==> src/rtl/assert_macros.svh <==
// Assertion macros shared by the deframer RTL.
// Needs nothing else; included by the modules that carry checks.
`ifndef ASSERT_MACROS_SVH
`define ASSERT_MACROS_SVH

// Check a property at every rising clock edge outside reset.
`define ASSERT_CLK(label, clk, rst, prop, msg) \
   label: assert property (@(posedge clk) disable iff (rst) (prop)) \
      else $error(msg);

// Check a property at every rising clock edge, reset included.
`define ASSERT_ALWAYS(label, clk, prop, msg) \
   label: assert property (@(posedge clk) (prop)) else $error(msg);

`endif

==> src/rtl/wsdf_pkg.sv <==
// Shared types and constants for the masked WebSocket frame deframer.
// Depends on nothing; imported by every module of the block.
`default_nettype none

package wsdf_pkg;

   // Parser phase codes
   localparam logic [2:0] PH_FIRST  = 3'd0;
   localparam logic [2:0] PH_LEN    = 3'd1;
   localparam logic [2:0] PH_EXT_HI = 3'd2;
   localparam logic [2:0] PH_EXT_LO = 3'd3;
   localparam logic [2:0] PH_MASK   = 3'd4;
   localparam logic [2:0] PH_DATA   = 3'd5;

   // Result status codes
   localparam logic [2:0] ST_DATA       = 3'd0;
   localparam logic [2:0] ST_BAD_FIRST  = 3'd1;
   localparam logic [2:0] ST_NOT_MASKED = 3'd2;
   localparam logic [2:0] ST_LEN127     = 3'd3;
   localparam logic [2:0] ST_EMPTY      = 3'd4;
   localparam logic [2:0] ST_TOO_LARGE  = 3'd5;

   // Header constants
   localparam logic [7:0]  FIRST_BYTE     = 8'h82;
   localparam logic [6:0]  LEN_EXT16      = 7'd126;
   localparam logic [6:0]  LEN_EXT64      = 7'd127;
   localparam logic [16:0] OVERHEAD_SHORT = 17'd6;   // 2 header + 4 mask
   localparam logic [16:0] OVERHEAD_EXT   = 17'd8;   // 4 header + 4 mask
   localparam logic [16:0] MAX_LEN_RESET  = 17'd65543;

   // One result beat
   typedef struct packed {
      logic [7:0] payload_byte;
      logic       last;
      logic [2:0] status;
   } rsp_type;

endpackage

`default_nettype wire

==> src/rtl/wsdf_parser.sv <==
// Frame header parser and payload unmasker: one received byte per beat.
// Uses wsdf_pkg and assert_macros.svh; feeds wsdf_rsp_buf.
`default_nettype none
`include "assert_macros.svh"

module wsdf_parser
   import wsdf_pkg::*;
(
   input  wire logic        clock,
   input  wire logic        reset,
   input  wire logic        accept_i,
   input  wire logic [7:0]  rx_byte_i,
   input  wire logic        csr_wr_en,
   input  wire logic [16:0] csr_wr_data,
   output rsp_type          res_o,
   output logic             res_valid_o
);

   logic [2:0]  phase_ff, phase_in;
   logic [15:0] plen_ff, plen_in;
   logic        ext_ff, ext_in;
   logic [31:0] key_ff, key_in;
   logic [1:0]  idx_ff, idx_in;
   logic [15:0] left_ff, left_in;
   logic [16:0] max_len_ff;

   logic [6:0]  len7;
   logic [15:0] chk_len;
   logic        chk_ext;
   logic [16:0] total;
   logic        too_large;
   logic [7:0]  key_byte;

   // Size check operands: short length in the length byte, long one in the low ext byte
   always_comb begin
      len7 = rx_byte_i[6:0];
      if (phase_ff == PH_EXT_LO) begin
         chk_len = {plen_ff[15:8], rx_byte_i};
         chk_ext = 1'b1;
      end else begin
         chk_len = {9'd0, len7};
         chk_ext = 1'b0;
      end
      total     = {1'b0, chk_len} + (chk_ext ? OVERHEAD_EXT : OVERHEAD_SHORT);
      too_large = total > max_len_ff;
   end

   // Pick the mask byte for this payload position, first key byte first
   always_comb begin
      unique case (idx_ff)
         2'd0:    key_byte = key_ff[31:24];
         2'd1:    key_byte = key_ff[23:16];
         2'd2:    key_byte = key_ff[15:8];
         default: key_byte = key_ff[7:0];
      endcase
   end

   // Advance the parser on each accepted beat
   always_comb begin
      phase_in    = phase_ff;
      plen_in     = plen_ff;
      ext_in      = ext_ff;
      key_in      = key_ff;
      idx_in      = idx_ff;
      left_in     = left_ff;
      res_valid_o = 1'b0;
      res_o       = '0;
      if (accept_i) begin
         unique case (phase_ff)
            PH_LEN, PH_EXT_LO: begin
               if (phase_ff == PH_LEN && len7 == LEN_EXT64) begin
                  phase_in     = PH_FIRST;
                  res_valid_o  = 1'b1;
                  res_o.status = ST_LEN127;
               end else if (phase_ff == PH_LEN && !rx_byte_i[7]) begin
                  phase_in     = PH_FIRST;
                  res_valid_o  = 1'b1;
                  res_o.status = ST_NOT_MASKED;
               end else if (phase_ff == PH_LEN && len7 == LEN_EXT16) begin
                  ext_in   = 1'b1;
                  plen_in  = '0;
                  phase_in = PH_EXT_HI;
               end else begin
                  ext_in  = chk_ext;
                  plen_in = chk_len;
                  if (too_large) begin
                     phase_in     = PH_FIRST;
                     res_valid_o  = 1'b1;
                     res_o.status = ST_TOO_LARGE;
                  end else if (chk_len == 16'd0) begin
                     phase_in     = PH_FIRST;
                     res_valid_o  = 1'b1;
                     res_o.status = ST_EMPTY;
                  end else begin
                     key_in   = '0;
                     idx_in   = '0;
                     phase_in = PH_MASK;
                  end
               end
            end
            PH_EXT_HI: begin
               plen_in  = {rx_byte_i, 8'd0};
               phase_in = PH_EXT_LO;
            end
            PH_MASK: begin
               key_in = {key_ff[23:0], rx_byte_i};
               idx_in = idx_ff + 2'd1;
               if (idx_ff == 2'd3) begin
                  left_in  = plen_ff;
                  phase_in = PH_DATA;
               end
            end
            PH_DATA: begin
               idx_in             = idx_ff + 2'd1;
               left_in            = left_ff - 16'd1;
               res_valid_o        = 1'b1;
               res_o.payload_byte = rx_byte_i ^ key_byte;
               res_o.last         = (left_ff == 16'd1);
               res_o.status       = ST_DATA;
               if (left_ff == 16'd1) begin
                  phase_in = PH_FIRST;
               end
            end
            default: begin
               // Waiting for a first byte; unused codes land here too
               if (rx_byte_i != FIRST_BYTE) begin
                  phase_in     = PH_FIRST;
                  res_valid_o  = 1'b1;
                  res_o.status = ST_BAD_FIRST;
               end else begin
                  phase_in = PH_LEN;
               end
            end
         endcase
      end
   end

   // Hold parser state
   always_ff @(posedge clock) begin
      if (reset) begin
         phase_ff <= PH_FIRST;
         plen_ff  <= '0;
         ext_ff   <= 1'b0;
         key_ff   <= '0;
         idx_ff   <= '0;
         left_ff  <= '0;
      end else begin
         phase_ff <= phase_in;
         plen_ff  <= plen_in;
         ext_ff   <= ext_in;
         key_ff   <= key_in;
         idx_ff   <= idx_in;
         left_ff  <= left_in;
      end
   end

   // Frame size limit register
   always_ff @(posedge clock) begin
      if (reset) begin
         max_len_ff <= MAX_LEN_RESET;
      end else if (csr_wr_en) begin
         max_len_ff <= csr_wr_data;
      end
   end

   `ASSERT_CLK(a_data_has_bytes, clock, reset, (phase_ff == PH_DATA) |-> (left_ff != 16'd0), "payload phase with no bytes left")
   `ASSERT_CLK(a_err_restarts, clock, reset, (res_valid_o && (res_o.status != ST_DATA || res_o.last)) |=> (phase_ff == PH_FIRST), "parser did not return to first byte after frame end or error")

endmodule

`default_nettype wire

==> src/rtl/wsdf_rsp_buf.sv <==
// Two-entry output buffer for result beats; parts input and result handshakes.
// Uses wsdf_pkg and assert_macros.svh.
`default_nettype none
`include "assert_macros.svh"

module wsdf_rsp_buf
   import wsdf_pkg::*;
(
   input  wire logic clock,
   input  wire logic reset,
   input  wire logic push_i,
   input  rsp_type   push_data_i,
   output logic      full_o,
   output logic      rsp_valid,
   input  wire logic rsp_stall,
   output rsp_type   head_o
);

   rsp_type    head_ff, head_in;
   rsp_type    tail_ff, tail_in;
   logic [1:0] cnt_ff, cnt_in;
   logic       pop;

   assign pop       = rsp_valid && !rsp_stall;
   assign rsp_valid = (cnt_ff != 2'd0);
   assign full_o    = (cnt_ff == 2'd2);
   assign head_o    = head_ff;

   // Move beats: new beat goes to head when head frees, else to tail
   always_comb begin
      head_in = head_ff;
      tail_in = tail_ff;
      cnt_in  = cnt_ff;
      priority if (cnt_ff == 2'd2) begin
         if (pop) begin
            head_in = tail_ff;
            cnt_in  = 2'd1;
         end
      end else if (cnt_ff == 2'd1) begin
         if (push_i && pop) begin
            head_in = push_data_i;
         end else if (push_i) begin
            tail_in = push_data_i;
            cnt_in  = 2'd2;
         end else if (pop) begin
            cnt_in = 2'd0;
         end
      end else begin
         if (push_i) begin
            head_in = push_data_i;
            cnt_in  = 2'd1;
         end
      end
   end

   // Hold buffer contents and fill count
   always_ff @(posedge clock) begin
      if (reset) begin
         cnt_ff <= 2'd0;
      end else begin
         cnt_ff <= cnt_in;
      end
      head_ff <= head_in;
      tail_ff <= tail_in;
   end

   `ASSERT_CLK(a_no_push_full, clock, reset, (cnt_ff == 2'd2) |-> !push_i, "beat pushed into full buffer")
   `ASSERT_CLK(a_tail_moves_up, clock, reset, (cnt_ff == 2'd2 && pop) |=> (head_ff == $past(tail_ff)), "buffered beat lost or reordered")

endmodule

`default_nettype wire

==> src/rtl/websocket_frame_deframer_unmask.sv <==
// Top level of the masked WebSocket binary frame deframer.
// Uses wsdf_pkg, wsdf_parser and wsdf_rsp_buf.
`default_nettype none

// Takes one stream byte per clock and returns at most one result beat per byte:
// header, extended-length and mask-key bytes give none, each payload byte gives
// its unmasked value (last set on the final one), and a header fault gives one
// error beat with zero data, after which the parser waits for a new 0x82 byte.
// Each byte is handled in the cycle it is accepted; its result is registered in a
// two-entry output buffer that drives rsp_valid, and the sustained rate is one
// byte per clock while rsp_stall stays low. req_stall rises only when both buffer
// entries are held by a stalled result side. csr_wr_data sets the largest total
// frame size (header, mask key and payload); write it only while idle.
module websocket_frame_deframer_unmask
   import wsdf_pkg::*;
(
   input  wire logic        clock,
   input  wire logic        reset,
   input  wire logic        req_valid,
   output logic             req_stall,
   input  wire logic [7:0]  req_rx_byte,
   output logic             rsp_valid,
   input  wire logic        rsp_stall,
   output logic [7:0]       rsp_payload_byte,
   output logic             rsp_last,
   output logic [2:0]       rsp_status,
   input  wire logic        csr_wr_en,
   input  wire logic [16:0] csr_wr_data
);

   logic    accept;
   logic    res_valid;
   logic    buf_full;
   rsp_type res;
   rsp_type head;

   // Take a beat whenever the buffer has room
   assign req_stall = buf_full;
   assign accept    = req_valid && !buf_full;

   wsdf_parser u_parser (
      .clock       (clock),
      .reset       (reset),
      .accept_i    (accept),
      .rx_byte_i   (req_rx_byte),
      .csr_wr_en   (csr_wr_en),
      .csr_wr_data (csr_wr_data),
      .res_o       (res),
      .res_valid_o (res_valid)
   );

   wsdf_rsp_buf u_rsp_buf (
      .clock       (clock),
      .reset       (reset),
      .push_i      (res_valid),
      .push_data_i (res),
      .full_o      (buf_full),
      .rsp_valid   (rsp_valid),
      .rsp_stall   (rsp_stall),
      .head_o      (head)
   );

   assign rsp_payload_byte = head.payload_byte;
   assign rsp_last         = head.last;
   assign rsp_status       = head.status;

endmodule

`default_nettype wire

==> config.mk <==
export PLATFORM = sky130hd
export DESIGN_NAME = websocket_frame_deframer_unmask
export DESIGN_NICKNAME = d
export VERILOG_FILES = /design/src/rtl/wsdf_pkg.sv /design/src/rtl/wsdf_parser.sv /design/src/rtl/wsdf_rsp_buf.sv /design/src/rtl/websocket_frame_deframer_unmask.sv
export VERILOG_INCLUDE_DIRS = /design/src /design/src/rtl
export SDC_FILE = /design/constraint.sdc
export NUM_CORES = 1
export LEC_CHECK = 0
export BUFFER_PORTS_ARGS = -buffer_cell sky130_fd_sc_hd__buf_2
export CAP_MARGIN = 40
export CORE_UTILIZATION = 39
export DETAILED_ROUTE_END_ITERATION = 6
export PLACE_DENSITY = 0.61
export SLEW_MARGIN = 20
export SYNTH_ARGS = -nofsm -noshare
export SYNTH_HDL_FRONTEND = slang
export SYNTH_SLANG_ARGS = --single-unit
==> constraint.sdc <==
create_clock -name clock -period 5.57 [get_ports clock]
set_input_delay 0.8355 -clock clock [delete_from_list [all_inputs] [get_ports clock]]
set_output_delay 0.8355 -clock clock [all_outputs]
set_load 0.005 [all_outputs]
==> metrics.md <==
| Metric | Value |
|---|---|
| Worst Path Arrival | `5060 ps` |
| RSZ-0062 raised after global routing | `no` |
| Fin. max-slew vios | `0` |
| Crit Path Class | `register to register` |
| Sequential area share after synthesis | `0.431` |
| IO Count | `44` |
| CP required | `5600 ps` |
| Initial antenna violation count | `0` |
| Clk root buf | `clkbuf_16` |
| Clk sinks | `112` |
| Worst-Skew Late Latency | `360 ps` |
| Power density cells | `255 nW/um2` |
| Final core utilization | `0.441` |
| Crit-path max FO | `12` |
| Vias | `4,814` |
| Ant. Diodes | `0` |
| Core region area | `14,500 um2` |
| Slew HR | `0.474` |
| Top area cells in the synthesized netlist | `dfxtp_1 (31%), edfxtp_1 (13%), ha_1 (6.1%)` |
| Routed Antenna Nets | `0` |
| CP startpoint kind | `register` |
| Syn Std Cell Area | `5760 um2` |
| Top_reg_cell synth | `dfxtp_1` |
| Min Tclk post-route | `5030 ps` |
| Mapped Cells | `627` |
| CTS tree | `built` |
| CTS buffer count | `9` |
| Setup TNS | `0 ps` |
| Synth cell count leaders | `dfxtp_1 (88), nor2_1 (60), nand2_1 (57)` |
| DRC Markers | `0` |
| Synth Register Bits | `112` |
| Max-cap violations | `0` |
| WL/cell | `16.4 um` |
| Die W | `123 um` |
| Layout cells sized above 1 | `0.125` |
| Vias in the first global route | `4,645` |
| DP HPWL | `9.61 mm` |
| Number of DRC markers in iteration 0 | `355` |
| Die Area | `15,300 um2` |
| Final Skew | `11.9 ps` |
| Tcrit/Tclk final | `0.902` |
| Cell Rows | `44` |
| Starting Density | `0.398` |
| Most frequent cell after synthesis | `dfxtp_1` |
| Layout area overhead | `10.9%` |
| Max VDD drop | `178 uV` |
| H-tree Lvls | `3` |
| DRT Wirelength | `13.8 mm` |
| Synth warn | `0` |
| Final count of negative-setup-slack endpoints | `0` |
| Clk pin slew, worst setup/hold paths | `80 ps` |
| First-pass GRT wire length | `22.6 mm` |
| Top cell type's share of synthesized area | `0.306` |
| Gr ovfl total | `0` |
| Total GRT Usage | `0.194` |
| Max Clk Rate | `199 MHz` |
| Number of port buffers | `43` |
| Lkg Pwr | `2.47 nW` |
| Synth cell types | `63` |
| Synth async-reset ratio | `0` |
| Worst slew pin tran | `783 ps` |
| # hold bufs at CTS | `0` |
| Mapped Avg Cell Area | `9.18 um2` |
| Nets@finish | `712` |
| Die Span Y | `123 um` |
| Status | `finished, final reports clean` |
| Crit path capture type | `register` |
| Post-synth EDFFs | `24` |
| Final Hold Viols | `0` |
| RePlAce Congestion | `0.849` |
| Total iterations of the first detailed-routing run | `6` |
| Pin count of the biggest net entering global routing | `55` |
| Detail-routed via count per cell | `5.72` |
| Syn nets | `686` |
| Synth area leader | `dfxtp_1` |
| Clock Tree Buf Depth | `2` |
| Hold WC Path Type | `register to register` |
-- per-layer routing --
| metal | part of all wire | routed length [um] | global-route usage |
|---|---|---|---|
| met4 | 0.021 | 292 | 0.0783 |
| met3 | 0.047 | 655 | 0.0461 |
| met1 | 0.44 | 6140 | 0.234 |
| met2 | 0.49 | 6730 | 0.331 |
| met5 | 0 | 0 | 0 |
-- cells by family after synthesis --
family,Yosys count,synth area share
buf+inv,70,0.0493
mux,18,0.0322
flops,112,0.431
compound gates,180,0.223
fa+ha+maj,29,0.0643
xor+xnor,23,0.0350
simple gates,195,0.165
-- cell usage in the layout, fill, tap and decap left out, types with 8 or more instances in the layout --
cell type	Yosys	final
clkbuf_16	0	9
nor2_1	60	60
o21ai_0	19	19
xnor2_1	11	11
inv_1	33	33
a222oi_1	8	8
nor3_1	10	9
edfxtp_1	24	24
a21o_1	13	13
a22o_1	32	32
nand2_1	57	57
a21oi_1	41	41
nand3_1	29	29
a211oi_1	12	11
dfxtp_1	88	88
mux2i_1	17	17
buf_2	8	43
xor2_1	12	12
a22oi_1	9	9
ha_1	28	28
-- repair_timing --
item	4_1_cts	5_1_grt
gates resized for setup	0	1
setup endpoints to repair	0	12
buffers inserted	0	0
-- worst max-delay path: stages (launching register included) --
cell and delay, ps:
dfxtp_1 520, inv_1 220, nor2_4 250, inv_2 150
ha_1 230, fa_1 410, a21oi_1 210, nor2_1 110
and3b_1 230, nand3_1 110, xor2_1 140, nor2_1 50
ha_1 330, nand4_2 160, nor4_4 350, o31ai_1 130
a22oi_2 360, o31ai_2 180, a31oi_1 190, o21a_2 340
-- stage by stage --
| stage | hold slack (ps) | instance area, um2 | cells | power, mW | worst slack (ps) |
|---|---|---|---|---|---|
| 5_1_grt | 490 | 6380 | 842 | 1.69 | 142 |
| 4_1_cts | 462 | 6380 | 842 | 1.65 | 384 |
| 3_5_place_dp | 446 | 6110 | 826 | 1.03 | 427 |
| 2_1_floorplan | 428 | 5760 | 627 | 0.981 | 537 |
| 6_report | 463 | 6380 | 842 | 1.63 | 545 |
| 3_3_place_gp | 447 | 6110 | 825 | 1.03 | 569 |
-- sequential cells by signal, indices dropped and copies added (netlist names) --
name                 count
u_parser.key_ff         32
u_parser.max_len_ff     17
u_parser.left_ff        16
u_parser.plen_ff        16
u_rsp_buf.head_o        12
u_rsp_buf.tail_ff       12
u_parser.phase_ff        3
u_parser.idx_ff          2
u_rsp_buf.cnt_ff         2
-- final cells by class --
| class | instances | area (um2) |
|---|---|---|
| clock buffer | 10 | 229 |
| clock inverter | 6 | 41.3 |
| fill | 1430 | 8100 |
| inverter | 34 | 128 |
| multi-input combinational | 445 | 3000 |
| sequential | 112 | 2480 |
| tap | 184 | 230 |
| timing repair buffer | 51 | 272 |
-- worst paths after layout --
| path | endpoint | cells past startpoint | slack [ps] | start |
|---|---|---|---|---|
| setup / recovery | u_rsp_buf.head_o[0] | 19 | 540 | u_parser.phase_ff[1] |
| hold / removal | u_parser.plen_ff[3] | 2 | 460 | u_parser.plen_ff[3] |
| setup reg to reg | u_rsp_buf.head_o[0] | 19 | 540 | u_parser.phase_ff[1] |
| hold reg to reg | u_parser.plen_ff[3] | 2 | 460 | u_parser.plen_ff[3] |
-- report_power, final --
| group | internal, mW | switching (mW) | total (mW) |
|---|---|---|---|
| registers | 0.852 | 0.0106 | 0.862 |
| logic | 0.0569 | 0.0952 | 0.152 |
| clock network | 0.305 | 0.307 | 0.612 |
| total | 1.21 | 0.412 | 1.63 |
No activity file was read; power rests on OpenSTA's default activity.
